===== config.mk =====
export PLATFORM = sky130hd
export DESIGN_NAME = fss_score
export DESIGN_NICKNAME = d
export VERILOG_FILES = /design/src/rtl/core/fss_pkg.sv /design/src/rtl/core/fss_score.sv
export SDC_FILE = /design/constraint.sdc
export NUM_CORES = 1
export LEC_CHECK = 0
export BUFFER_PORTS_ARGS = -buffer_cell sky130_fd_sc_hd__buf_4
export CORE_MARGIN = 2
export CORE_UTILIZATION = 48
export CTS_CLUSTER_DIAMETER = 60
export DETAILED_ROUTE_END_ITERATION = 10
export PLACE_DENSITY = 0.8
export SYNTH_ARGS = -nofsm -noshare
export SYNTH_HDL_FRONTEND = slang
export SYNTH_SLANG_ARGS = --single-unit

===== constraint.sdc =====
create_clock -name clock -period 3.15 [get_ports clock]
set_clock_uncertainty 0.15 [all_clocks]
set_input_delay 0.63 -clock clock [delete_from_list [all_inputs] [get_ports clock]]
set_output_delay 0.63 -clock clock [all_outputs]
set_load 0.1 [all_outputs]

===== src/rtl/core/fss_pkg.sv =====
package fss_pkg;

   // Working width of the alignment sums
   localparam int SCORE_W = 16;
   // Width of the delivered score
   localparam int RSP_W = 13;

   localparam int DEF_MAX_PATTERN = 32;
   localparam int DEF_MAX_TEXT = 256;

   localparam int SCORE_BASE = 100;
   localparam int BONUS_ADJACENT = 15;
   localparam int BONUS_CAMEL = 30;
   localparam int BONUS_SEPARATOR = 30;
   localparam int BONUS_FIRST = 15;
   localparam int PENALTY_LEADING = -5;
   localparam int PENALTY_LEADING_MAX = -15;

   typedef logic signed [SCORE_W-1:0] score_type;

   // Broadcast to every cell for one beat
   typedef struct packed {
      logic       step;
      logic       clear;
      logic [7:0] ch_fold;
      score_type  ctx;
      score_type  first_bonus;
   } cell_ctrl_type;

   // What one cell hands to its right-hand neighbor
   typedef struct packed {
      logic      at_v;
      score_type at;
      logic      bef_v;
      score_type bef;
   } cell_link_type;

   // Result stage contents ahead of the final sum
   typedef struct packed {
      logic      empty;
      logic      fin_v;
      score_type fin;
      score_type unmatched;
      logic      overflow;
   } result_pre_type;

   function automatic logic is_upper(input logic [7:0] c);
      return (c >= 8'h41) && (c <= 8'h5A);
   endfunction

   function automatic logic is_lower(input logic [7:0] c);
      return (c >= 8'h61) && (c <= 8'h7A);
   endfunction

   function automatic logic is_alnum(input logic [7:0] c);
      return is_upper(c) || is_lower(c) || ((c >= 8'h30) && (c <= 8'h39));
   endfunction

   function automatic logic [7:0] fold(input logic [7:0] c);
      return is_upper(c) ? (c + 8'd32) : c;
   endfunction

   function automatic score_type context_bonus(input logic [7:0] prev, input logic [7:0] cur);
      score_type s;
      s = '0;
      if (is_upper(cur) && is_lower(prev)) begin
         s = s + SCORE_W'(BONUS_CAMEL);
      end
      if (is_alnum(cur) && !is_alnum(prev)) begin
         s = s + SCORE_W'(BONUS_SEPARATOR);
      end
      return s;
   endfunction

endpackage


===== src/rtl/core/fss_score.sv =====
module fss_score (
   input  logic                          clock,
   input  logic                          reset,
   input  logic                          pre_valid,
   input  fss_pkg::result_pre_type       pre,
   output logic                          out_can,
   output logic                          rsp_valid,
   input  logic                          rsp_stall,
   output logic signed [fss_pkg::RSP_W-1:0] rsp_match_score,
   output logic                          rsp_matched,
   output logic                          rsp_too_long
);
   import fss_pkg::*;

   localparam int SUM_W = SCORE_W + 2;
   localparam logic signed [SUM_W-1:0] SAT_HI = SUM_W'(2 ** (RSP_W - 1) - 1);
   localparam logic signed [SUM_W-1:0] SAT_LO = -SUM_W'(2 ** (RSP_W - 1));

   logic                    valid_ff, valid_in;
   logic signed [RSP_W-1:0] score_ff, score_in;
   logic                    matched_ff, matched_in;
   logic                    too_long_ff, too_long_in;

   logic signed [SUM_W-1:0] sum;
   logic                    take;

   assign out_can = !valid_ff || !rsp_stall;
   assign take = pre_valid && out_can;

   always_comb begin
      sum = SUM_W'(SCORE_BASE) - SUM_W'(pre.unmatched) + SUM_W'(pre.fin);
      valid_in    = valid_ff;
      score_in    = score_ff;
      matched_in  = matched_ff;
      too_long_in = too_long_ff;
      if (take) begin
         valid_in    = 1'b1;
         too_long_in = pre.overflow;
         if (pre.empty) begin
            score_in   = RSP_W'(SCORE_BASE);
            matched_in = 1'b1;
         end else if (pre.fin_v) begin
            matched_in = 1'b1;
            if (sum > SAT_HI) begin
               score_in = SAT_HI[RSP_W-1:0];
            end else if (sum < SAT_LO) begin
               score_in = SAT_LO[RSP_W-1:0];
            end else begin
               score_in = sum[RSP_W-1:0];
            end
         end else begin
            score_in   = '0;
            matched_in = 1'b0;
         end
      end else if (out_can) begin
         valid_in = 1'b0;
      end
   end

   always_ff @(posedge clock) begin
      score_ff    <= score_in;
      matched_ff  <= matched_in;
      too_long_ff <= too_long_in;
      if (reset) begin
         valid_ff <= 1'b0;
      end else begin
         valid_ff <= valid_in;
      end
   end

   assign rsp_valid       = valid_ff;
   assign rsp_match_score = score_ff;
   assign rsp_matched     = matched_ff;
   assign rsp_too_long    = too_long_ff;

endmodule


==> reports/results.ini, run 1 <==
[detailed_routing]
remaining_drc_errors=0
vias=1963
drtIter0Drc=153
viasPerCell=5.59
ant_nets=0
wl_per_cell_um=15.2
drt-pass1-iter-count=4
wl_um=5350

[cells_and_area]
stdcell_area_mm2=0.00310
syn_to_final_growth_pct=60.5
nets=374
diodes=0
layout_common_cells=90 x buf_4, 23 x inv_1, 21 x ha_1, 15 x edfxtp_1, 14 x nand2_1
drive_gt1_frac=0.532
final_common_cell=buf_4
fillers=245

[timing]
min_period_ns=3.30
fmax_mhz=303
hold_viol_final=0
maxSlewViolCount=0
rsz0062_at_grt=true
setup_viol=12
min_period_over_period=1.05
holdWs_ns=0.365
setup_slack_ns=-0.146
slew-limit-headroom=0.587
worst_slew_pin_slew_ns=0.620

[clock_network]
htree_levels=1
clock_path_buffers=2
cts_sinks=16
path_clk_slew_ns=0.06
clock_latency_ns=0.24
cts_tree=yes
root_buffer=clkbuf_8
cts_buffers=3

[floorplan]
fp.dieW_um=67.5
chipHeight_um=67.5
num_rows=23
core_mm2=0.00394
io_pins=56
initial_core_util=0.491
fp.dieArea_mm2=0.00455

[yosys]
yosysTopAreaCellShare=0.233
synth_cell_types=45
syn_avg_cell_area_um2=9.39
ys_warn_count=0
synth.net_count=278
yosysSeqAreaShare=0.243
ys_ff_latch=16
synth_area_leader_cell=edfxtp_1
ys_async_sr_fraction=0
synth_flop_cell=edfxtp_1
synth-edff-count=15
synth_area_leaders=edfxtp_1 23%, ha_1 21%, inv_1 5.8%
syn_inst=206
synth_area_mm2=0.00193

[power]
power_density_mw_per_mm2=407
p_leak_nw=1.37
vdd_drop_max_v=0.000173

[run_status]
violations=negative setup slack
run_status=finished with violations

[global_route]
gr-total-overflow=0
grt_max_degree=16
grt_pass1_wl_um=8200
grt_pass1_vias=1848
track_usage=0.234
antenna_found_initial=0

[critical_path]
crit_arrival_ns=3.13
start_kind=primary input
critical_path_class=in -> reg
critPathCaptureType=flip-flop
worstPathRequired_ns=2.98
path_max_fanout=6

[placement]
gp_congestion=0.868
dp_hpwl_um=3690
port_buffers=55
placed_cell_area_mm2=0.00277

[flow_run]
drv_cap=0

[hold_path]
hold_class=reg -> reg

## timing repair
item / in CTS / in global routing
setup endpoints to repair: 12 / 12
setup buffers: 4 / 3
cloned: 1 / 0
resized for setup: 26 / 17
hold buffers: 0 / 0
pin swaps: 13 / 4
## final timing paths
check,from,end,slack [ns],cells after the start
hold reg to reg,rsp_valid,rsp_valid,0.37,2
hold / removal,rsp_valid,rsp_valid,0.37,2
setup / recovery,pre[2],rsp_match_score[1],-0.15,14
setup reg to reg,rsp_valid,rsp_match_score[11],1.73,2
## critical path, cell delays in order
cell,delay (ns)
buf_8,0.10
inv_8,0.04
ha_4,0.19
ha_4,0.16
buf_6,0.11
a211oi_4,0.27
o211ai_1,0.20
buf_4,0.20
a2111oi_4,0.34
o221ai_4,0.17
o41ai_4,0.29
buf_4,0.19
clkbuf_16,0.14
a211oi_2,0.07
## cell type report
type	count	area, um2	share of cell area
clock buffers	4	45.0	0.0145
flip-flops and latches	16	470	0.152
well taps	50	62.6	0.0202
inverters	30	125	0.0403
repair buffers	99	812	0.262
multi-input cells	152	1590	0.512
## cell families after synthesis
logic type | count (synthesis) | share of synthesized area
AOI/OAI and AO/OA | 65 | 0.287
xor gates and xnor gates | 12 | 0.0621
adders and majority gates | 33 | 0.217
buffers and inverters | 38 | 0.0886
DFF | 16 | 0.243
and+or+nand+nor | 42 | 0.102
## registers in the layout (all words and copies together) (netlist names)
name	flops
rsp_match_score	13
rsp_too_long	1
rsp_valid	1
rsp_matched	1
## per-layer routing
layer  vias to the layer above  global-route usage  routed length, um
met1                       924               0.287               2060
met4                         0              0.0587                105
met2                        86               0.440               2890
met5                         -                   0                  0
met3                        14              0.0133                292
li1                        939                   -                  -
## synth_stat cells (2+ instances only)
library cell   n
buf_2          5
a21oi_1       15
nand2b_1       2
ha_1          32
xor2_1         8
a211oi_1       4
o21ai_0       10
a41oi_2        2
and2_1         2
inv_1         30
edfxtp_1      15
nand4_1        4
o221ai_1       4
buf_6          3
o21a_1         2
xnor2_1        2
nor2_1         9
nand2_1       14
a21oi_2        2
o211ai_1       2
nor2b_1        2
a211oi_2       7
o21ai_1        4
nor3_1         3
nand3_1        3
## per-stage QoR
step	cells	setup TNS, ns	power (mW)	worst slack [ns]	utilization
floorplan	206	-0.581	0.756	-0.0835	-
global placement	339	-3.48	0.962	-0.312	0.702
detailed placement	339	-3.70	0.976	-0.330	0.702
CTS	348	-0.154	1.21	-0.0226	0.764
global route	351	-2.73	1.33	-0.241	0.787
finish	351	-1.50	1.26	-0.146	0.787
## where the power goes
part | switching (mW) | internal [mW]
Combinational | 0.485 | 0.366
Clock | 0.0650 | 0.0895
Sequential | 0.00479 | 0.254
Total | 0.555 | 0.710
No activity file was read; power rests on OpenSTA's default activity.
==> run 2, diff against run 1 <==
--- a/config.mk
+++ b/config.mk
@@ -6,7 +6,6 @@
 export NUM_CORES = 1
 export LEC_CHECK = 0
 export BUFFER_PORTS_ARGS = -buffer_cell sky130_fd_sc_hd__buf_4
-export CORE_MARGIN = 2
 export CORE_UTILIZATION = 48
 export CTS_CLUSTER_DIAMETER = 60
 export DETAILED_ROUTE_END_ITERATION = 10
==> reports/results.ini, run 2 (synthesis results as in run 1) <==
[clock_network]
cts_buffers=3  ; unchanged
htree_levels=1  ; unchanged
clock_path_buffers=2  ; unchanged
root_buffer=clkbuf_8  ; unchanged
clock_latency_ns=0.24  ; about the same
cts_sinks=16  ; unchanged
path_clk_slew_ns=0.06  ; about the same
cts_tree=yes  ; unchanged

[critical_path]
start_kind=primary input  ; unchanged
path_max_fanout=6  ; unchanged
rr_startpoint=rsp_valid  ; unchanged
crit_arrival_ns=3.00  ; was 3.13 ns
crit_buf_inv=5  ; was 6
cpMaxStageDelayCell=o41ai_4  ; was a2111oi_4
critical_path_class=in -> reg  ; unchanged
r2r_cells=2  ; unchanged
cpMostUsedCell=ha_4
rrSetupSlack_ns=1.70  ; was 1.73 ns
critPathCaptureType=flip-flop  ; unchanged
worst_path_largest_cell_delay_ns=0.38  ; was 0.34 ns
r2r-end=rsp_match_score[1]  ; was rsp_match_score[11]
worstPathRequired_ns=2.98  ; about the same
cp_top_family=compound AO/OA/AOI/OAI gates  ; unchanged
cp_cell_sequence=buf_8 > inv_8 > ha_4 > ha_4 > inv_2 > fa_2 > nand2b_4 > a21oi_4 > o21ai_2 > o211a_1 > xnor2_2 > o41ai_4 > buf_4 > clkbuf_16 > a211oi_2  ; was buf_8 > inv_8 > ha_4 > ha_4 > buf_6 > a211oi_4 > o211ai_1 > buf_4 > a2111oi_4 > o221ai_4 > o41ai_4 > buf_4 > clkbuf_16 > a211oi_2

[power]
power_mw=1.25  ; was 1.26 mW
p_sw_mw=0.540  ; was 0.555 mW
pwr-share-seq=0.208  ; was 0.205
vdd_drop_max_v=0.000165  ; was 0.000173 V
p_leak_nw=1.36  ; was 1.37 nW
swShare=0.433  ; was 0.439
power_density_mw_per_mm2=403  ; was 407 mW/mm2
p_int_mw=0.708  ; was 0.710 mW
p_comb_frac=0.668  ; was 0.673
clkPwrFrac=0.125  ; was 0.122

[timing]
fmax_mhz=315  ; was 303 MHz
hold_viol_final=0  ; unchanged
min_period_over_period=1.01  ; was 1.05
setup_viol=6  ; was 12
setup_slack_ns=-0.0238  ; was -0.146 ns
maxSlewViolCount=0  ; unchanged
rsz0062_at_grt=true  ; unchanged
slew-limit-headroom=0.585  ; was 0.587
final.setup.tns_ns=-0.106  ; was -1.50 ns
min_period_ns=3.17  ; was 3.30 ns
worst_slew_pin_slew_ns=0.623  ; was 0.620 ns
holdWs_ns=0.384  ; was 0.365 ns

[placement]
gp_congestion=0.843  ; was 0.868
port_buffers=55  ; unchanged
dp_hpwl_um=3600  ; was 3690 um
post-place-ws_ns=-0.407  ; was -0.330 ns

[detailed_routing]
vias=1919  ; was 1,963
remaining_drc_errors=0  ; unchanged
wl_um=5130  ; was 5350 um
wl_per_cell_um=14.7  ; was 15.2 um
drtIter0Drc=166  ; was 153
viasPerCell=5.48  ; was 5.59
drt-pass1-iter-count=4  ; unchanged
ant_nets=0  ; unchanged

[global_route]
track_usage=0.246  ; was 0.234
grt_pass1_vias=1847  ; was 1,848
antenna_found_initial=0  ; unchanged
grt_max_degree=16  ; unchanged
grt_pass1_wl_um=8180  ; was 8200 um
gr-total-overflow=0  ; unchanged

[cells_and_area]
nets=375  ; was 374
fillers=218  ; was 245
layout_common_cells=92 x buf_4, 23 x inv_1, 17 x ha_1, 15 x edfxtp_1  ; was 90 x buf_4, 23 x inv_1, 21 x ha_1, 15 x edfxtp_1, 14 x nand2_1
regArea_um2=470  ; unchanged
drive_gt1_frac=0.543  ; was 0.532
diodes=0  ; unchanged
utilization=0.821  ; was 0.787
syn_to_final_growth_pct=60.0  ; was 60.5%
largest_register_ff_count=13  ; unchanged
multi_input_area_mm2=0.00159  ; about the same
final_common_cell=buf_4  ; unchanged

[floorplan]
io_pins=56  ; unchanged
initial_core_util=0.513  ; was 0.491
fp.dieArea_mm2=0.00429  ; was 0.00455 mm2
num_rows=22  ; was 23
fp.dieW_um=65.5  ; was 67.5 um
chipHeight_um=65.5  ; was 67.5 um
core_mm2=0.00377  ; was 0.00394 mm2

[hold_path]
min_to=rsp_valid  ; unchanged
holdPathStages=2  ; unchanged
hold_class=in -> reg  ; was reg -> reg
min_from=reset  ; was rsp_valid

[run_status]
run_status=finished with violations  ; unchanged
violations=negative setup slack  ; unchanged

[flow_run]
drv_cap=0  ; unchanged

## run 2: through the flow
step / area [um2] / std cells
3_5_place_dp: 2770 / 338
4_1_cts: 3040 / 348
6_report: 3100 / 350
2_1_floorplan: 2060 / 206
3_3_place_gp: 2770 / 338
5_1_grt: 3100 / 350
## run 2: layer usage
metal | global-route usage | wire length (um)
met1 | 0.283 | 2090
met2 | 0.460 | 2750
met3 | 0.0260 | 204
met4 | 0.0897 | 78
met5 | 0 | 0
## run 2: cell type report
type                    count  share of cell area
inverters                  30              0.0404
repair buffers            100               0.261
well taps                  48              0.0194
clock buffers               4              0.0146
flip-flops and latches     16               0.152
multi-input cells         152               0.513
## run 2: timing repair
item                                   in CTS  in global routing
pin swaps                                  15                 13
cloned                                      1                  0
setup endpoints to repair                  12                 12
endpoints found under the hold margin       0                  0
resized for setup                          27                 16
buffers inserted                            5                  3
hold buffers                                0                  0
## run 2: power groups by stage
stage	combinational, mW	clock [mW]	sequential [mW]
finish	0.833	0.155	0.259
global route	0.886	0.167	0.261
CTS	0.794	0.156	0.260
detailed placement	0.718	0	0.264
global placement	0.703	0	0.263
floorplan	0.372	0	0.384
## run 2: worst max path at each step
stage          startpoint                  to  slack, ns  depth (start not counted)
6_report           pre[2]  rsp_match_score[8]      -0.02                         15
3_5_place_dp      pre[19]  rsp_match_score[2]      -0.41                         13
2_1_floorplan      pre[2]  rsp_match_score[2]      -0.08                         13
3_3_place_gp      pre[19]  rsp_match_score[2]      -0.32                         13
5_1_grt            pre[2]  rsp_match_score[9]       -0.1                         14
4_1_cts            pre[2]  rsp_match_score[8]      -0.02                         13
==> run 3, diff against run 2 <==
--- a/config.mk
+++ b/config.mk
@@ -6,10 +6,12 @@
 export NUM_CORES = 1
 export LEC_CHECK = 0
 export BUFFER_PORTS_ARGS = -buffer_cell sky130_fd_sc_hd__buf_4
+export CAP_MARGIN = 20
 export CORE_UTILIZATION = 48
 export CTS_CLUSTER_DIAMETER = 60
 export DETAILED_ROUTE_END_ITERATION = 10
 export PLACE_DENSITY = 0.8
+export SETUP_SLACK_MARGIN = 0.4
 export SYNTH_ARGS = -nofsm -noshare
 export SYNTH_HDL_FRONTEND = slang
 export SYNTH_SLANG_ARGS = --single-unit
==> reports/results.ini, run 3 (synthesis results as in run 1) <==
[run_status]
run_status=finished with violations  ; unchanged
violations=negative setup slack  ; unchanged

[detailed_routing]
viasPerCell=5.98  ; was 5.48
vias=2122  ; was 1,919
wl_per_cell_um=17.8  ; was 14.7 um
wl_um=6320  ; was 5130 um
drtIter0Drc=174  ; was 166
ant_nets=0  ; unchanged
drt-pass1-iter-count=4  ; unchanged
remaining_drc_errors=0  ; unchanged

[critical_path]
worstPathRequired_ns=2.98  ; about the same
start_kind=primary input  ; unchanged
critPathCaptureType=flip-flop  ; unchanged
critical_path_class=in -> reg  ; unchanged
crit_arrival_ns=3.32  ; was 3.00 ns
path_max_fanout=6  ; unchanged

[placement]
placed_cell_area_mm2=0.00279  ; was 0.00277 mm2
gp_congestion=0.906  ; was 0.843
post-place-ws_ns=-0.306  ; was -0.407 ns
port_buffers=55  ; unchanged
dp_hpwl_um=3590  ; was 3600 um

[floorplan]
initial_core_util=0.513  ; unchanged
core_mm2=0.00377  ; unchanged
fp.dieArea_mm2=0.00429  ; unchanged
chipHeight_um=65.5  ; unchanged
num_rows=22  ; unchanged
fp.dieW_um=65.5  ; unchanged
io_pins=56  ; unchanged

[clock_network]
root_buffer=clkbuf_8  ; unchanged
cts_buffers=3  ; unchanged
clock_latency_ns=0.25  ; was 0.24 ns
htree_levels=1  ; unchanged
clock_path_buffers=2  ; unchanged
cts_tree=yes  ; unchanged
cts_sinks=16  ; unchanged
path_clk_slew_ns=0.06  ; about the same

[power]
vdd_drop_max_v=0.000190  ; was 0.000165 V
p_leak_nw=1.39  ; was 1.36 nW
power_density_mw_per_mm2=412  ; was 403 mW/mm2

[cells_and_area]
layout_common_cells=97 x buf_4, 20 x inv_1, 17 x ha_4, 15 x edfxtp_1, 14 x ha_1  ; was 92 x buf_4, 23 x inv_1, 17 x ha_1, 15 x edfxtp_1
drive_gt1_frac=0.567  ; was 0.543
utilization=0.849  ; was 0.821
nets=380  ; was 375
stdcell_area_mm2=0.00320  ; was 0.00310 mm2
diodes=0  ; unchanged
final_common_cell=buf_4  ; unchanged
multi_input_area_mm2=0.00165  ; was 0.00159 mm2
regArea_um2=470  ; unchanged
syn_to_final_growth_pct=65.5  ; was 60.0%
fillers=187  ; was 218
largest_register_ff_count=13  ; unchanged

[timing]
min_period_over_period=1.11  ; was 1.01
min_period_ns=3.48  ; was 3.17 ns
fmax_mhz=287  ; was 315 MHz
maxSlewViolCount=0  ; unchanged
rsz0062_at_grt=true  ; unchanged
slew-limit-headroom=0.591  ; was 0.585
setup_viol=12  ; was 6
holdWs_ns=0.383  ; was 0.384 ns
setup_slack_ns=-0.334  ; was -0.0238 ns
final.setup.tns_ns=-3.61  ; was -0.106 ns
hold_viol_final=0  ; unchanged
worst_slew_pin_slew_ns=0.613  ; was 0.623 ns

[global_route]
grt_pass1_wl_um=7120  ; was 8180 um
grt_max_degree=16  ; unchanged
track_usage=0.212  ; was 0.246
antenna_found_initial=0  ; unchanged
grt_pass1_vias=1717  ; was 1,847
gr-total-overflow=0  ; unchanged

[flow_run]
drv_cap=0  ; unchanged

[hold_path]
hold_class=in -> reg  ; unchanged

[run 3: timing repair]
item                       in CTS  in global routing
gates cloned                    0                  1
resized for setup              11                 37
buffers inserted                3                  7
hold buffers                    0                  0
pin swaps                       2                 23
setup endpoints to repair      12                 13
[run 3: final cells by class]
| type | count | share of cell area |
|---|---|---|
| Sequential cell | 16 | 0.147 |
| Timing Repair Buffer | 105 | 0.267 |
| Tap cell | 48 | 0.0188 |
| Inverter | 30 | 0.0383 |
| Clock buffer | 3 | 0.0129 |
| Clock inverter | 1 | 0.00117 |
| Multi-Input combinational cell | 152 | 0.515 |
[run 3: path summary, 6_finish.rpt]
path | start | end | slack [ns] | cells past startpoint
hold reg to reg | rsp_valid | rsp_valid | 0.39 | 2
setup / recovery | pre[13] | rsp_match_score[9] | -0.33 | 12
setup reg to reg | rsp_valid | rsp_match_score[9] | 1.72 | 2
hold / removal | reset | rsp_valid | 0.38 | 2
[run 3: worst max-delay path, cell delays in order]
cell       delay [ns]
buf_4            0.08
inv_1            0.04
ha_1             0.28
ha_1             0.36
nand4_1          0.18
nor4_1           0.42
o21ai_0          0.20
nand3_1          0.21
o21ai_2          0.09
o41ai_4          0.50
clkbuf_16        0.24
a211oi_1         0.07
[run 3: report_power, final]
part	total, mW	internal (mW)	switching, mW
Sequential	0.259	0.254	0.00464
Combinational	0.907	0.393	0.514
Clock	0.154	0.0865	0.0674
[run 3: stage by stage]
step	power (mW)	std cells
floorplan	0.757	206
global placement	0.968	340
detailed placement	0.982	340
CTS	1.16	347
global route	1.38	355
finish	1.32	355
[run 3: metal layers]
metal / share of wire / GRT usage / wire length (um)
met1: 0.38 / 0.260 / 2380
met2: 0.50 / 0.381 / 3170
met3: 0.064 / 0.0191 / 403
met4: 0.059 / 0.0761 / 371
met5: 0 / 0 / 0
