--- src/rtl/core/fss_pkg.sv ---
package fss_pkg;

   // Working width of the alignment sums
   localparam int SCORE_W = 16;
   // Width of the delivered score
   localparam int RSP_W = 13;

   localparam int DEF_MAX_PATTERN = 32;
   localparam int DEF_MAX_TEXT = 256;

   localparam int SCORE_BASE = 100;
   localparam int BONUS_ADJACENT = 15;
   localparam int BONUS_CAMEL = 30;
   localparam int BONUS_SEPARATOR = 30;
   localparam int BONUS_FIRST = 15;
   localparam int PENALTY_LEADING = -5;
   localparam int PENALTY_LEADING_MAX = -15;

   typedef logic signed [SCORE_W-1:0] score_type;

   // Broadcast to every cell for one beat
   typedef struct packed {
      logic       step;
      logic       clear;
      logic [7:0] ch_fold;
      score_type  ctx;
      score_type  first_bonus;
   } cell_ctrl_type;

   // What one cell hands to its right-hand neighbor
   typedef struct packed {
      logic      at_v;
      score_type at;
      logic      bef_v;
      score_type bef;
   } cell_link_type;

   // Result stage contents ahead of the final sum
   typedef struct packed {
      logic      empty;
      logic      fin_v;
      score_type fin;
      score_type unmatched;
      logic      overflow;
   } result_pre_type;

   function automatic logic is_upper(input logic [7:0] c);
      return (c >= 8'h41) && (c <= 8'h5A);
   endfunction

   function automatic logic is_lower(input logic [7:0] c);
      return (c >= 8'h61) && (c <= 8'h7A);
   endfunction

   function automatic logic is_alnum(input logic [7:0] c);
      return is_upper(c) || is_lower(c) || ((c >= 8'h30) && (c <= 8'h39));
   endfunction

   function automatic logic [7:0] fold(input logic [7:0] c);
      return is_upper(c) ? (c + 8'd32) : c;
   endfunction

   function automatic score_type context_bonus(input logic [7:0] prev, input logic [7:0] cur);
      score_type s;
      s = '0;
      if (is_upper(cur) && is_lower(prev)) begin
         s = s + SCORE_W'(BONUS_CAMEL);
      end
      if (is_alnum(cur) && !is_alnum(prev)) begin
         s = s + SCORE_W'(BONUS_SEPARATOR);
      end
      return s;
   endfunction

endpackage

--- src/rtl/core/fss_cell.sv ---
module fss_cell #(
   parameter bit FIRST = 1'b0
) (
   input  logic                  clock,
   input  logic                  reset,
   input  fss_pkg::cell_ctrl_type ctrl,
   input  logic                  load,
   input  logic [7:0]            load_char,
   input  fss_pkg::cell_link_type prev,
   output fss_pkg::cell_link_type link,
   output logic                  fin_v,
   output fss_pkg::score_type    fin
);
   import fss_pkg::*;

   logic [7:0] pchar_ff, pchar_in;
   logic       at_v_ff, at_v_in;
   score_type  at_ff, at_in;
   logic       bef_v_ff, bef_v_in;
   score_type  bef_ff, bef_in;

   logic       hit;
   logic       choose_adj;
   score_type  cand_adj;
   logic       nv;
   score_type  na;
   logic       nbef_v;
   score_type  nbef;
   logic       view_at_v, view_bef_v;
   score_type  view_at, view_bef;

   always_comb begin
      hit = (pchar_ff == ctrl.ch_fold);
      cand_adj = prev.at + SCORE_W'(BONUS_ADJACENT);
      choose_adj = prev.at_v && !(prev.bef_v && (prev.bef > cand_adj));
      if (FIRST) begin
         nv = hit;
         na = ctrl.first_bonus;
      end else begin
         nv = hit && (prev.at_v || prev.bef_v);
         na = (choose_adj ? cand_adj : prev.bef) + ctrl.ctx;
      end
      nbef_v = bef_v_ff || at_v_ff;
      nbef = (at_v_ff && (!bef_v_ff || (at_ff > bef_ff))) ? at_ff : bef_ff;
   end

   // Final answer of this cell as seen after the current beat
   always_comb begin
      view_at_v  = ctrl.step ? nv : at_v_ff;
      view_at    = ctrl.step ? na : at_ff;
      view_bef_v = ctrl.step ? nbef_v : bef_v_ff;
      view_bef   = ctrl.step ? nbef : bef_ff;
      fin_v = view_at_v || view_bef_v;
      fin = (view_bef_v && (!view_at_v || (view_bef > view_at))) ? view_bef : view_at;
   end

   always_comb begin
      pchar_in = load ? fold(load_char) : pchar_ff;
      at_v_in  = at_v_ff;
      at_in    = at_ff;
      bef_v_in = bef_v_ff;
      bef_in   = bef_ff;
      if (ctrl.clear) begin
         at_v_in  = 1'b0;
         bef_v_in = 1'b0;
      end else if (ctrl.step) begin
         at_v_in  = nv;
         at_in    = na;
         bef_v_in = nbef_v;
         bef_in   = nbef;
      end
   end

   always_ff @(posedge clock) begin
      pchar_ff <= pchar_in;
      at_ff    <= at_in;
      bef_ff   <= bef_in;
      if (reset) begin
         at_v_ff  <= 1'b0;
         bef_v_ff <= 1'b0;
      end else begin
         at_v_ff  <= at_v_in;
         bef_v_ff <= bef_v_in;
      end
   end

   assign link.at_v  = at_v_ff;
   assign link.at    = at_ff;
   assign link.bef_v = bef_v_ff;
   assign link.bef   = bef_ff;

endmodule

--- config.mk ---
export PLATFORM = sky130hd
export DESIGN_NAME = fss_cell
export DESIGN_NICKNAME = d
export VERILOG_FILES = /design/src/rtl/core/fss_pkg.sv /design/src/rtl/core/fss_cell.sv
export SDC_FILE = /design/constraint.sdc
export NUM_CORES = 1
export LEC_CHECK = 0
export BUFFER_PORTS_ARGS = -buffer_cell sky130_fd_sc_hd__buf_2
export CELL_PAD_IN_SITES_DETAIL_PLACEMENT = 1
export CELL_PAD_IN_SITES_GLOBAL_PLACEMENT = 1
export CORE_ASPECT_RATIO = 1.4
export CORE_MARGIN = 2
export CORE_UTILIZATION = 38
export DETAILED_ROUTE_END_ITERATION = 16
export PLACE_DENSITY = 0.82
export SYNTH_ARGS = -nofsm -noshare
export SYNTH_HDL_FRONTEND = slang
export SYNTH_SLANG_ARGS = --single-unit
--- constraint.sdc ---
create_clock -name clock -period 10.2 [get_ports clock]
set_input_delay 1.02 -clock clock [delete_from_list [all_inputs] [get_ports clock]]
set_output_delay 1.02 -clock clock [all_outputs]
set_load 0.05 [all_outputs]
==> results of run 1 <==
==> cell families after synthesis <==
group | after synthesis | synth area share
buf+inv | 57 | 0.05025
flops | 42 | 0.2801
fa+ha+maj | 67 | 0.1909
simple gates | 181 | 0.1990
xor+xnor | 31 | 0.06126
compound gates | 136 | 0.1931
mux | 10 | 0.02541
==> layer usage <==
metal,vias to the layer above,GRT usage,share of wire
met2,112,0.4397,0.55
met1,2171,0.2558,0.38
met4,0,0.09179,0.029
li1,2182,-,-
met3,25,0.02630,0.038
met5,-,0,0
==> synthesized netlist by cell type, drive strengths merged (2+ instances only) <==
master	number
buf	3
a31oi	22
and2	4
nand4	12
clkbuf	13
nor2b	6
o211ai	5
edfxtp	40
ha	66
and3	4
nand2b	2
xnor2	17
o21a	2
a21oi	25
or4	3
a21o	13
dfxtp	2
nand2	54
and4	2
inv	41
nor2	40
o21bai	2
mux2	10
a211o	2
nor4	3
nand3	26
o31ai	3
xor2	14
nor3	11
o21ai	45
nand3b	3
or3	6
a21boi	3
nor3b	2
a211oi	2
==> power by group through the flow <==
stage / Sequential [W] / Combinational [W] / Clock [W]
after detailed placement: 0.000231 / 0.000406 / 0
after global routing: 0.000230 / 0.000451 / 0.000190
after floorplan: 0.000273 / 0.000245 / 0
after CTS: 0.000228 / 0.000411 / 0.000183
final: 0.000228 / 0.000413 / 0.000182
after global placement: 0.000230 / 0.000390 / 0
==> registers in the layout (all words and copies together) (netlist names) <==
register,count
bef_v_ff,1
at_ff,16
bef_ff,16
pchar_ff,8
at_v_ff,1
==> repair_timing <==
item / in CTS / in global routing
endpoints found under the setup margin: 0 / 16
endpoints found under the hold margin: 0 / 0
gates resized for setup: 0 / 10
buffers inserted: 0 / 0
==> how the worst max path moves through the flow <==
stage	cells after the start	endpoint	start	slack (ps)
after global placement	35	fin[6]	prev[19]	370
after CTS	33	fin[10]	prev[19]	160
final	35	fin[10]	prev[19]	450
after detailed placement	33	fin[10]	prev[19]	160
after global routing	35	fin[10]	prev[17]	-6
after floorplan	32	fin[4]	prev[24]	750
==> metrics by stage <==
step	setup WS, ps	util	power, W	instance area [µm²]	setup TNS, ps
6_report	448.6	0.4812	0.0008228	5456	0
3_5_place_dp	162.5	0.4654	0.0006371	5276	0
4_1_cts	158.7	0.4794	0.0008220	5435	0
2_1_floorplan	754.1	-	0.0005179	4432	0
5_1_grt	-6.318	0.4812	0.0008707	5456	-6.318
3_3_place_gp	366.7	0.4654	0.0006204	5276	0
==> worst max-delay path, delay by kind of cell <==
kind | cells | cell delay [ps]
AO/OA/AOI/OAI | 10 | 1670
adder cells (fa/ha/maj) | 4 | 1310
buffers and inverters | 6 | 1060
multiplexers | 1 | 370
AND/OR/NAND/NOR | 14 | 3290
==> layout make-up <==
cell class,count,share of cell area
clock buffer,5,0.02293
clock inverter,2,0.006191
inverter,41,0.02820
multi-input combinational,425,0.5478
sequential,42,0.2275
tap,144,0.03302
timing repair buffer,134,0.1344
==> impl_metrics.prom, run 1 <==
# TYPE chip_impl_metric gauge
chip_impl_metric{name="num_io_pins",unit=""} 138
chip_impl_info{name="final_cell_mix",value="119 x buf_2, 66 x ha_1, 54 x nand2_1"} 1
chip_impl_info{name="whs_endpoint",value="bef_ff[0]"} 1
chip_impl_info{name="timing.rr.end",value="bef_ff[12]"} 1
chip_impl_metric{name="globalRouteOverflowTotal",unit=""} 0
chip_impl_metric{name="ys_async_sr_fraction",unit=""} 0
chip_impl_info{name="hold_class",value="reg2reg"} 1
chip_impl_metric{name="dp.final_hpwl",unit="mm"} 11.86
chip_impl_metric{name="report.final.slew_viol_count",unit=""} 0
chip_impl_metric{name="clk_transition_reported_paths",unit="ps"} 60
chip_impl_metric{name="part_of_the_total_power_dissipated_in_combinational_logic",unit=""} 0.502
chip_impl_metric{name="totalWireLength",unit="mm"} 14.42
chip_impl_metric{name="max_slew.worst_pin.slew",unit="ps"} 835.5
chip_impl_metric{name="post_synth_num_cell_types",unit=""} 56
chip_impl_metric{name="areaGrowthSynthToFinish",unit="%"} 23.12
chip_impl_metric{name="drt_iter0_drc",unit=""} 177
chip_impl_metric{name="max-clock-path-buffers",unit=""} 2
chip_impl_metric{name="post_drt_wl_per_cell",unit="µm"} 18.18
chip_impl_metric{name="total_area_of_multi_input_combinational_cells",unit="mm²"} 0.002989
chip_impl_info{name="critical_path.endpoint_type",value="output pin"} 1
chip_impl_metric{name="nNetsFinal",unit=""} 803
chip_impl_metric{name="p_seq_frac",unit=""} 0.277
chip_impl_info{name="run_status",value="completed"} 1
chip_impl_metric{name="cts_max_level",unit=""} 2
chip_impl_metric{name="holdWs",unit="ps"} 686.8
chip_impl_metric{name="clkLatencyLatePin",unit="ps"} 290
chip_impl_metric{name="dp.cells",unit=""} 786
chip_impl_info{name="post_synth_main_area_contributors",value="edfxtp_1 27%, ha_1 19%, o21ai_0 5.1%, nand2_1 4.6%, inv_1 3.4%"} 1
chip_impl_info{name="reg2reg_from",value="at_ff[9]"} 1
chip_impl_metric{name="globalplace.congestion",unit=""} 0.8656
chip_impl_metric{name="postSynthRegisterBits",unit=""} 42
chip_impl_metric{name="floorplan.initialDensity",unit=""} 0.3909
chip_impl_info{name="cell_accounting_for_the_most_synthesized_area",value="edfxtp_1"} 1
chip_impl_metric{name="static-leakage-power",unit="nW"} 2.551
chip_impl_metric{name="firstDrtPassIters",unit=""} 4
chip_impl_metric{name="synth_top_cell_area_share",unit=""} 0.2710
chip_impl_metric{name="clock.fmax",unit="MHz"} 102.5
chip_impl_metric{name="worst-r2r-setup-slack",unit="ps"} 7090
chip_impl_metric{name="grt_antenna_before_repair",unit=""} 0
chip_impl_metric{name="report.final.setup_viol",unit=""} 0
chip_impl_info{name="synth_flop_cell",value="edfxtp_1"} 1
chip_impl_metric{name="synthesis.nets",unit=""} 678
chip_impl_info{name="cts_root_buffer",value="clkbuf_16"} 1
chip_impl_metric{name="power_switching_share",unit=""} 0.4349
chip_impl_metric{name="cts_buffers",unit=""} 5
chip_impl_metric{name="slew_headroom",unit=""} 0.4430
chip_impl_metric{name="cts_hold_buf",unit=""} 0
chip_impl_info{name="worst_path_max_delay_cell",value="or4b_4"} 1
chip_impl_metric{name="critPathRequiredTime",unit="ps"} 9180
chip_impl_metric{name="final_cell_count_no_fill",unit=""} 793
chip_impl_metric{name="seq_area_frac_synth",unit=""} 0.2801
chip_impl_metric{name="postSynthAreaPerCell",unit="µm²"} 8.458
chip_impl_metric{name="max-cap-violations",unit=""} 0
chip_impl_info{name="timing.hold.worst.start",value="at_ff[0]"} 1
chip_impl_metric{name="cell_count_after_synthesis",unit=""} 524
chip_impl_metric{name="path_max_fanout",unit=""} 17
chip_impl_metric{name="p_int",unit="W"} 0.0004650
chip_impl_metric{name="worstRegToRegCells",unit=""} 9
chip_impl_metric{name="powerDensity",unit="mW/mm²"} 150.8
chip_impl_metric{name="ir_worst_vdd",unit="µV"} 65.45
chip_impl_metric{name="total_global_route_track_usage",unit=""} 0.2329
chip_impl_metric{name="num_vias",unit=""} 4490
chip_impl_metric{name="cts_num_sinks",unit=""} 42
chip_impl_info{name="setup.worst_path.class",value="in2out"} 1
chip_impl_metric{name="layout-drive-gt1-share",unit=""} 0.2481
chip_impl_info{name="layout_commonest_cell",value="buf_2"} 1
chip_impl_metric{name="yosysWarningCount",unit=""} 0
chip_impl_metric{name="timing.hold.worst_path_depth",unit=""} 2
chip_impl_metric{name="detail_route.drc_violations",unit=""} 0
chip_impl_metric{name="area_of_the_core",unit="mm²"} 0.01134
chip_impl_metric{name="overall_die_height",unit="µm"} 131.8
chip_impl_metric{name="diodes",unit=""} 0
chip_impl_metric{name="final_hold_violating_endpoints",unit=""} 0
chip_impl_metric{name="clockPowerShare",unit=""} 0.221
chip_impl_metric{name="netlist_area",unit="mm²"} 0.004432
chip_impl_metric{name="register_area",unit="mm²"} 0.001241
chip_impl_metric{name="synth-edff-count",unit=""} 40
chip_impl_metric{name="final.setup_skew",unit="ps"} 7.419
chip_impl_metric{name="post-route-period-util",unit=""} 0.9560
chip_impl_metric{name="switchingPower",unit="W"} 0.0003578
chip_impl_metric{name="critical_path.max_stage_delay",unit="ps"} 510
chip_impl_info{name="critPathLaunchType",value="primary input"} 1
chip_impl_info{name="cts_tree",value="yes"} 1
chip_impl_metric{name="portBuffers",unit=""} 121
chip_impl_metric{name="horiz_die_dim",unit="µm"} 95.27
chip_impl_metric{name="num-fill-cells",unit=""} 1406
chip_impl_metric{name="worst_ep_arrival_time",unit="ps"} 8730
chip_impl_metric{name="min_period",unit="ps"} 9751
chip_impl_metric{name="vias_in_the_first_global_route",unit=""} 4827
chip_impl_metric{name="pin_count_of_the_biggest_net_entering_global_routing",unit=""} 33
chip_impl_metric{name="detail_route.vias_per_cell",unit=""} 5.662
chip_impl_metric{name="ant_nets",unit=""} 0
chip_impl_metric{name="std_cell_rows",unit=""} 46
chip_impl_metric{name="global_route_wire_length_before_repair",unit="mm"} 23.01
chip_impl_metric{name="floorplan_die_area",unit="mm²"} 0.01255
(Power assumes the default switching activity.)
==> run 2: changes to the inputs <==
--- a/config.mk
+++ b/config.mk
@@ -8,7 +8,7 @@
 export BUFFER_PORTS_ARGS = -buffer_cell sky130_fd_sc_hd__buf_2
 export CELL_PAD_IN_SITES_DETAIL_PLACEMENT = 1
 export CELL_PAD_IN_SITES_GLOBAL_PLACEMENT = 1
-export CORE_ASPECT_RATIO = 1.4
+export CORE_ASPECT_RATIO = 0.6
 export CORE_MARGIN = 2
 export CORE_UTILIZATION = 38
 export DETAILED_ROUTE_END_ITERATION = 16
==> impl_metrics.prom, run 2 (synthesis results as in run 1) <==
# TYPE chip_impl_metric gauge
chip_impl_info{name="critical_path.endpoint_type",value="output pin"} 1
chip_impl_metric{name="diodes",unit=""} 0
chip_impl_metric{name="max-clock-path-buffers",unit=""} 2
chip_impl_metric{name="areaGrowthSynthToFinish",unit="%"} 24.14
chip_impl_metric{name="globalplace.congestion",unit=""} 0.8944
chip_impl_metric{name="post_drt_wl_per_cell",unit="µm"} 18.63
chip_impl_metric{name="std_cell_rows",unit=""} 30
chip_impl_metric{name="dr_wl_met2",unit="mm"} 6.980
chip_impl_metric{name="overall_die_height",unit="µm"} 87.65
chip_impl_metric{name="nNetsFinal",unit=""} 805
chip_impl_metric{name="num_io_pins",unit=""} 138
chip_impl_metric{name="vias_in_the_first_global_route",unit=""} 4755
chip_impl_info{name="layout_commonest_cell",value="buf_2"} 1
chip_impl_metric{name="cts_num_sinks",unit=""} 42
chip_impl_metric{name="global_route_wire_length_before_repair",unit="mm"} 24.14
chip_impl_metric{name="clock.fmax",unit="MHz"} 101.4
chip_impl_metric{name="max-cap-violations",unit=""} 0
chip_impl_metric{name="totalWireLength",unit="mm"} 15.11
chip_impl_metric{name="path_max_fanout",unit=""} 13
chip_impl_metric{name="report.final.setup_viol",unit=""} 0
chip_impl_metric{name="detail_route.vias_per_cell",unit=""} 5.646
chip_impl_metric{name="slew_headroom",unit=""} 0.3400
chip_impl_metric{name="portBuffers",unit=""} 121
chip_impl_metric{name="drt_iter0_drc",unit=""} 252
chip_impl_metric{name="min_period",unit="ps"} 9861
chip_impl_info{name="final_cell_mix",value="118 x buf_2, 66 x ha_1, 54 x nand2_1"} 1
chip_impl_metric{name="max_slew.worst_pin.slew",unit="ps"} 981.6
chip_impl_metric{name="critical_path.max_stage_delay",unit="ps"} 540
chip_impl_metric{name="num_vias",unit=""} 4579
chip_impl_info{name="top_layer_used",value="met4"} 1
chip_impl_metric{name="final.setup_skew",unit="ps"} 5.801
chip_impl_metric{name="globalRouteOverflowTotal",unit=""} 0
chip_impl_metric{name="worst_ep_arrival_time",unit="ps"} 8840
chip_impl_metric{name="floorplan.initialDensity",unit=""} 0.3909
chip_impl_info{name="reg.largest.list",value="at_ff x16, bef_ff x16, pchar_ff x8"} 1
chip_impl_info{name="worst_path_max_delay_cell",value="or4b_4"} 1
chip_impl_metric{name="cts_post_setup_buffers_inserted",unit=""} 0
chip_impl_metric{name="report.final.slew_viol_count",unit=""} 0
chip_impl_metric{name="ir_worst_vdd",unit="µV"} 65.27
chip_impl_metric{name="grt_antenna_before_repair",unit=""} 0
chip_impl_metric{name="routedLengthMet1",unit="mm"} 7.137
chip_impl_info{name="setup.worst_path.class",value="in2out"} 1
chip_impl_info{name="run_status",value="completed"} 1
chip_impl_metric{name="cts_buffers",unit=""} 5
chip_impl_metric{name="met3RoutedLength",unit="µm"} 821
chip_impl_metric{name="place_worst_setup_slack",unit="ps"} 86.01
chip_impl_metric{name="dp.final_hpwl",unit="mm"} 12.56
chip_impl_metric{name="final.setup.worst_slack",unit="ps"} 339.1
chip_impl_metric{name="clk_transition_reported_paths",unit="ps"} 60
chip_impl_metric{name="cts_max_level",unit=""} 2
chip_impl_metric{name="floorplan_die_area",unit="mm²"} 0.01257
chip_impl_metric{name="final_hold_violating_endpoints",unit=""} 0
chip_impl_metric{name="tns",unit="ps"} 0
chip_impl_metric{name="clkLatencyLatePin",unit="ps"} 290
chip_impl_metric{name="static-leakage-power",unit="nW"} 2.566
chip_impl_metric{name="powerDensity",unit="mW/mm²"} 152.3
chip_impl_metric{name="critPathRequiredTime",unit="ps"} 9180
chip_impl_metric{name="area_of_the_core",unit="mm²"} 0.01134
chip_impl_metric{name="post-route-period-util",unit=""} 0.9668
chip_impl_metric{name="cts_hold_buf",unit=""} 0
chip_impl_info{name="hold_class",value="reg2reg"} 1
chip_impl_metric{name="pin_count_of_the_biggest_net_entering_global_routing",unit=""} 33
chip_impl_metric{name="firstDrtPassIters",unit=""} 4
chip_impl_metric{name="cts_resized",unit=""} 0
chip_impl_metric{name="layout-drive-gt1-share",unit=""} 0.2550
chip_impl_metric{name="num-fill-cells",unit=""} 1435
chip_impl_metric{name="horiz_die_dim",unit="µm"} 143.4
chip_impl_metric{name="total_global_route_track_usage",unit=""} 0.2455
chip_impl_info{name="cts_root_buffer",value="clkbuf_16"} 1
chip_impl_info{name="critPathLaunchType",value="primary input"} 1
chip_impl_metric{name="ant_nets",unit=""} 0
chip_impl_info{name="cts_tree",value="yes"} 1
chip_impl_metric{name="detail_route.drc_violations",unit=""} 0
## run 2: stage by stage
stage | cell area (µm²) | std cells | utilization | hold WS, ps | power [W]
CTS | 5468 | 811 | 0.4823 | 703.7 | 0.0008345
floorplan | 4432 | 524 | - | 595.7 | 0.0005179
finish | 5502 | 811 | 0.4853 | 696.5 | 0.0008378
global route | 5502 | 811 | 0.4853 | 736.0 | 0.0008887
global placement | 5299 | 804 | 0.4674 | 665.7 | 0.0006231
detailed placement | 5299 | 804 | 0.4674 | 689.5 | 0.0006435
## run 2: cell type report
class,instances,area (µm²),share of cell area
repair buffers,136,742.0,0.1349
clock inverters,1,30.03,0.005458
clock buffers,6,138.9,0.02524
well taps,160,200.2,0.03639
inverters,41,153.9,0.02797
flip-flops and latches,42,1241,0.2256
multi-input cells,425,2995,0.5445
## run 2: final timing paths
path,start,endpoint,slack (ps),cells after the start
max,prev[19],fin[12],340,35
min,at_ff[5],at_ff[5],700,1
max reg2reg,at_ff[9],bef_ff[13],6860,10
min reg2reg,at_ff[5],at_ff[5],700,1
## run 2: critical path: cells and delay by family
family / cells / cell delay, ps
AO/OA/AOI/OAI: 10 / 1780
multiplexers: 1 / 370
adder cells (fa/ha/maj): 3 / 970
AND/OR/NAND/NOR: 15 / 3600
buffers and inverters: 6 / 1050
## run 2: layer usage
metal,track usage,vias to the layer above
li1,-,2192
met1,0.3294,2249
met2,0.4156,123
met3,0.05194,15
met4,0.04545,0
met5,0,-
## run 2: report_power, final
group          switching [W]  internal, W  leakage [nW]
clock network      0.0000681     0.000121        0.0829
logic               0.000278     0.000142          2.08
registers          0.0000164     0.000212         0.408
==> run 3: changes to the inputs <==
--- a/config.mk
+++ b/config.mk
@@ -12,7 +12,7 @@
 export CORE_MARGIN = 2
 export CORE_UTILIZATION = 38
 export DETAILED_ROUTE_END_ITERATION = 16
-export PLACE_DENSITY = 0.82
+export PLACE_DENSITY_LB_ADDON = 0.1
 export SYNTH_ARGS = -nofsm -noshare
 export SYNTH_HDL_FRONTEND = slang
 export SYNTH_SLANG_ARGS = --single-unit
==> impl_metrics.prom, run 3 (synthesis results as in run 1) <==
# TYPE chip_impl_metric gauge
chip_impl_info{name="cts_root_buffer",value="clkbuf_16"} 1
chip_impl_metric{name="report.final.setup_viol",unit=""} 0
chip_impl_metric{name="totalWireLength",unit="mm"} 14.62
chip_impl_metric{name="final_cell_count_no_fill",unit=""} 816
chip_impl_metric{name="globalRouteMet2Util",unit=""} 0.3861
chip_impl_info{name="layout_commonest_cell",value="buf_2"} 1
chip_impl_metric{name="tns",unit="ps"} 0
chip_impl_metric{name="floorplan_die_area",unit="mm²"} 0.01257
chip_impl_metric{name="finalCoreUtilization",unit=""} 0.4854
chip_impl_metric{name="layout-drive-gt1-share",unit=""} 0.2561
chip_impl_metric{name="pin_count_of_the_biggest_net_entering_global_routing",unit=""} 33
chip_impl_info{name="reg.largest.list",value="at_ff x16, bef_ff x16, pchar_ff x8"} 1
chip_impl_metric{name="clkLatencyLatePin",unit="ps"} 290
chip_impl_metric{name="cts_hold_buf",unit=""} 0
chip_impl_info{name="timing.rr.end",value="bef_ff[1]"} 1
chip_impl_metric{name="std_cell_rows",unit=""} 30
chip_impl_info{name="reg2reg_from",value="at_ff[1]"} 1
chip_impl_metric{name="floorplan.initialDensity",unit=""} 0.3909
chip_impl_metric{name="final_hold_violating_endpoints",unit=""} 0
chip_impl_metric{name="final.setup_skew",unit="ps"} 9.354
chip_impl_metric{name="diodes",unit=""} 0
chip_impl_metric{name="vias_in_the_first_global_route",unit=""} 4628
chip_impl_info{name="run_status",value="completed"} 1
chip_impl_metric{name="post-route-cell-area",unit="mm²"} 0.005503
chip_impl_metric{name="post_drt_wl_per_cell",unit="µm"} 17.91
chip_impl_metric{name="global_route_wire_length_before_repair",unit="mm"} 23.36
chip_impl_info{name="worst_path_max_delay_cell",value="or4b_4"} 1
chip_impl_metric{name="total_global_route_track_usage",unit=""} 0.2377
chip_impl_metric{name="gr-usage-met1",unit=""} 0.3338
chip_impl_info{name="hold_class",value="reg2reg"} 1
chip_impl_info{name="critPathLaunchType",value="primary input"} 1
chip_impl_metric{name="cts_buffers",unit=""} 5
chip_impl_metric{name="num_io_pins",unit=""} 138
chip_impl_info{name="cts_tree",value="yes"} 1
chip_impl_info{name="globalRoute.busiestLayer",value="met2"} 1
chip_impl_metric{name="critical_path.max_stage_delay",unit="ps"} 530
chip_impl_metric{name="globalplace.congestion",unit=""} 0.9072
chip_impl_metric{name="met3_usage",unit=""} 0.05522
chip_impl_metric{name="dp.final_hpwl",unit="mm"} 11.94
chip_impl_metric{name="path_max_fanout",unit=""} 11
chip_impl_metric{name="post-route-period-util",unit=""} 0.9596
chip_impl_metric{name="clock.fmax",unit="MHz"} 102.2
chip_impl_metric{name="nNetsFinal",unit=""} 809
chip_impl_metric{name="globalRouteOverflowTotal",unit=""} 0
chip_impl_metric{name="worst-r2r-setup-slack",unit="ps"} 6960
chip_impl_metric{name="max_slew.worst_pin.slew",unit="ps"} 893.8
chip_impl_metric{name="worst_ep_arrival_time",unit="ps"} 8770
chip_impl_metric{name="timing.hold.worst_path_depth",unit=""} 1
chip_impl_metric{name="portBuffers",unit=""} 121
chip_impl_metric{name="grt_antenna_before_repair",unit=""} 0
chip_impl_metric{name="critPathRequiredTime",unit="ps"} 9180
chip_impl_info{name="critical_path.endpoint_type",value="output pin"} 1
chip_impl_info{name="timing.hold.worst.start",value="at_ff[6]"} 1
chip_impl_metric{name="area_of_the_core",unit="mm²"} 0.01134
chip_impl_metric{name="cts_max_level",unit=""} 2
chip_impl_metric{name="areaGrowthSynthToFinish",unit="%"} 24.17
chip_impl_metric{name="place_area",unit="mm²"} 0.005329
chip_impl_info{name="setup.worst_path.class",value="in2out"} 1
chip_impl_metric{name="ant_nets",unit=""} 0
chip_impl_metric{name="firstDrtPassIters",unit=""} 4
chip_impl_metric{name="detail_route.drc_violations",unit=""} 0
chip_impl_metric{name="clk_transition_reported_paths",unit="ps"} 70
chip_impl_metric{name="ir_worst_vdd",unit="µV"} 80.88
chip_impl_metric{name="slew_headroom",unit=""} 0.4041
chip_impl_metric{name="horiz_die_dim",unit="µm"} 143.4
chip_impl_info{name="rsz0062_at_grt",value="no"} 1
chip_impl_metric{name="num_vias",unit=""} 4430
chip_impl_info{name="whs_endpoint",value="at_ff[6]"} 1
chip_impl_metric{name="max-cap-violations",unit=""} 0
chip_impl_metric{name="dp.cells",unit=""} 808
chip_impl_info{name="final_cell_mix",value="116 x buf_2, 66 x ha_1, 54 x nand2_1"} 1
chip_impl_metric{name="overall_die_height",unit="µm"} 87.65
chip_impl_metric{name="cts_num_sinks",unit=""} 42
chip_impl_metric{name="drt_iter0_drc",unit=""} 230
chip_impl_metric{name="static-leakage-power",unit="nW"} 2.570
chip_impl_metric{name="detail_route.vias_per_cell",unit=""} 5.429
chip_impl_metric{name="report.final.slew_viol_count",unit=""} 0
chip_impl_metric{name="powerDensity",unit="mW/mm²"} 147.0
chip_impl_metric{name="min_period",unit="ps"} 9788
chip_impl_metric{name="num-fill-cells",unit=""} 1414
chip_impl_metric{name="max-clock-path-buffers",unit=""} 2
chip_impl_metric{name="worstRegToRegCells",unit=""} 10
-- run 3: layout make-up --
type                    instances  area, µm²  area share
well taps                     160      200.2     0.03638
inverters                      41      153.9     0.02797
multi-input cells             425       2989      0.5432
flip-flops and latches         42       1241      0.2256
clock inverters                 3      16.27    0.002956
clock buffers                   5      125.1     0.02274
repair buffers                140      777.0      0.1412
-- run 3: worst max path at each step --
stage,start,end,slack [ps],cells past startpoint
6_report,prev[19],fin[0],410,35
5_1_grt,prev[19],fin[7],10,33
4_1_cts,prev[19],fin[13],50,32
3_5_place_dp,prev[19],fin[13],100,32
3_3_place_gp,prev[19],fin[12],230,32
2_1_floorplan,prev[24],fin[4],750,32
-- run 3: critical path: cells and delay by family --
| family | cells | cell delay, ps |
|---|---|---|
| AO/OA/AOI/OAI | 11 | 2070 |
| adder cells (fa/ha/maj) | 3 | 850 |
| buffers and inverters | 6 | 930 |
| multiplexers | 1 | 360 |
| AND/OR/NAND/NOR | 14 | 3510 |
-- run 3: per-stage QoR --
step                      setup WS, ps  total power [W]  hold WS [ps]
after global routing             12.83        0.0008593         735.1
after CTS                        51.85        0.0008051         700.5
after detailed placement         103.5        0.0006433         682.3
final                            412.2        0.0008088         698.5
after global placement           233.8        0.0006296         645.3
after floorplan                  754.1        0.0005179         595.7
-- run 3: power breakdown --
| part | switching, W | internal [W] |
|---|---|---|
| Combinational | 0.000273 | 0.000146 |
| Sequential | 0.0000162 | 0.000212 |
| Clock | 0.0000726 | 0.0000897 |
-- run 3: metal layers --
| layer | wire length (µm) | up-vias |
|---|---|---|
| li1 | - | 2191 |
| met1 | 7430 | 2119 |
| met2 | 6242 | 113 |
| met3 | 841 | 7 |
| met4 | 102 | 0 |
| met5 | 0 | - |
-- run 3: what timing repair did --
action | 4_1_cts | 5_1_grt
resized for setup | 0 | 13
buffers inserted | 0 | 0
setup endpoints to repair | 0 | 16
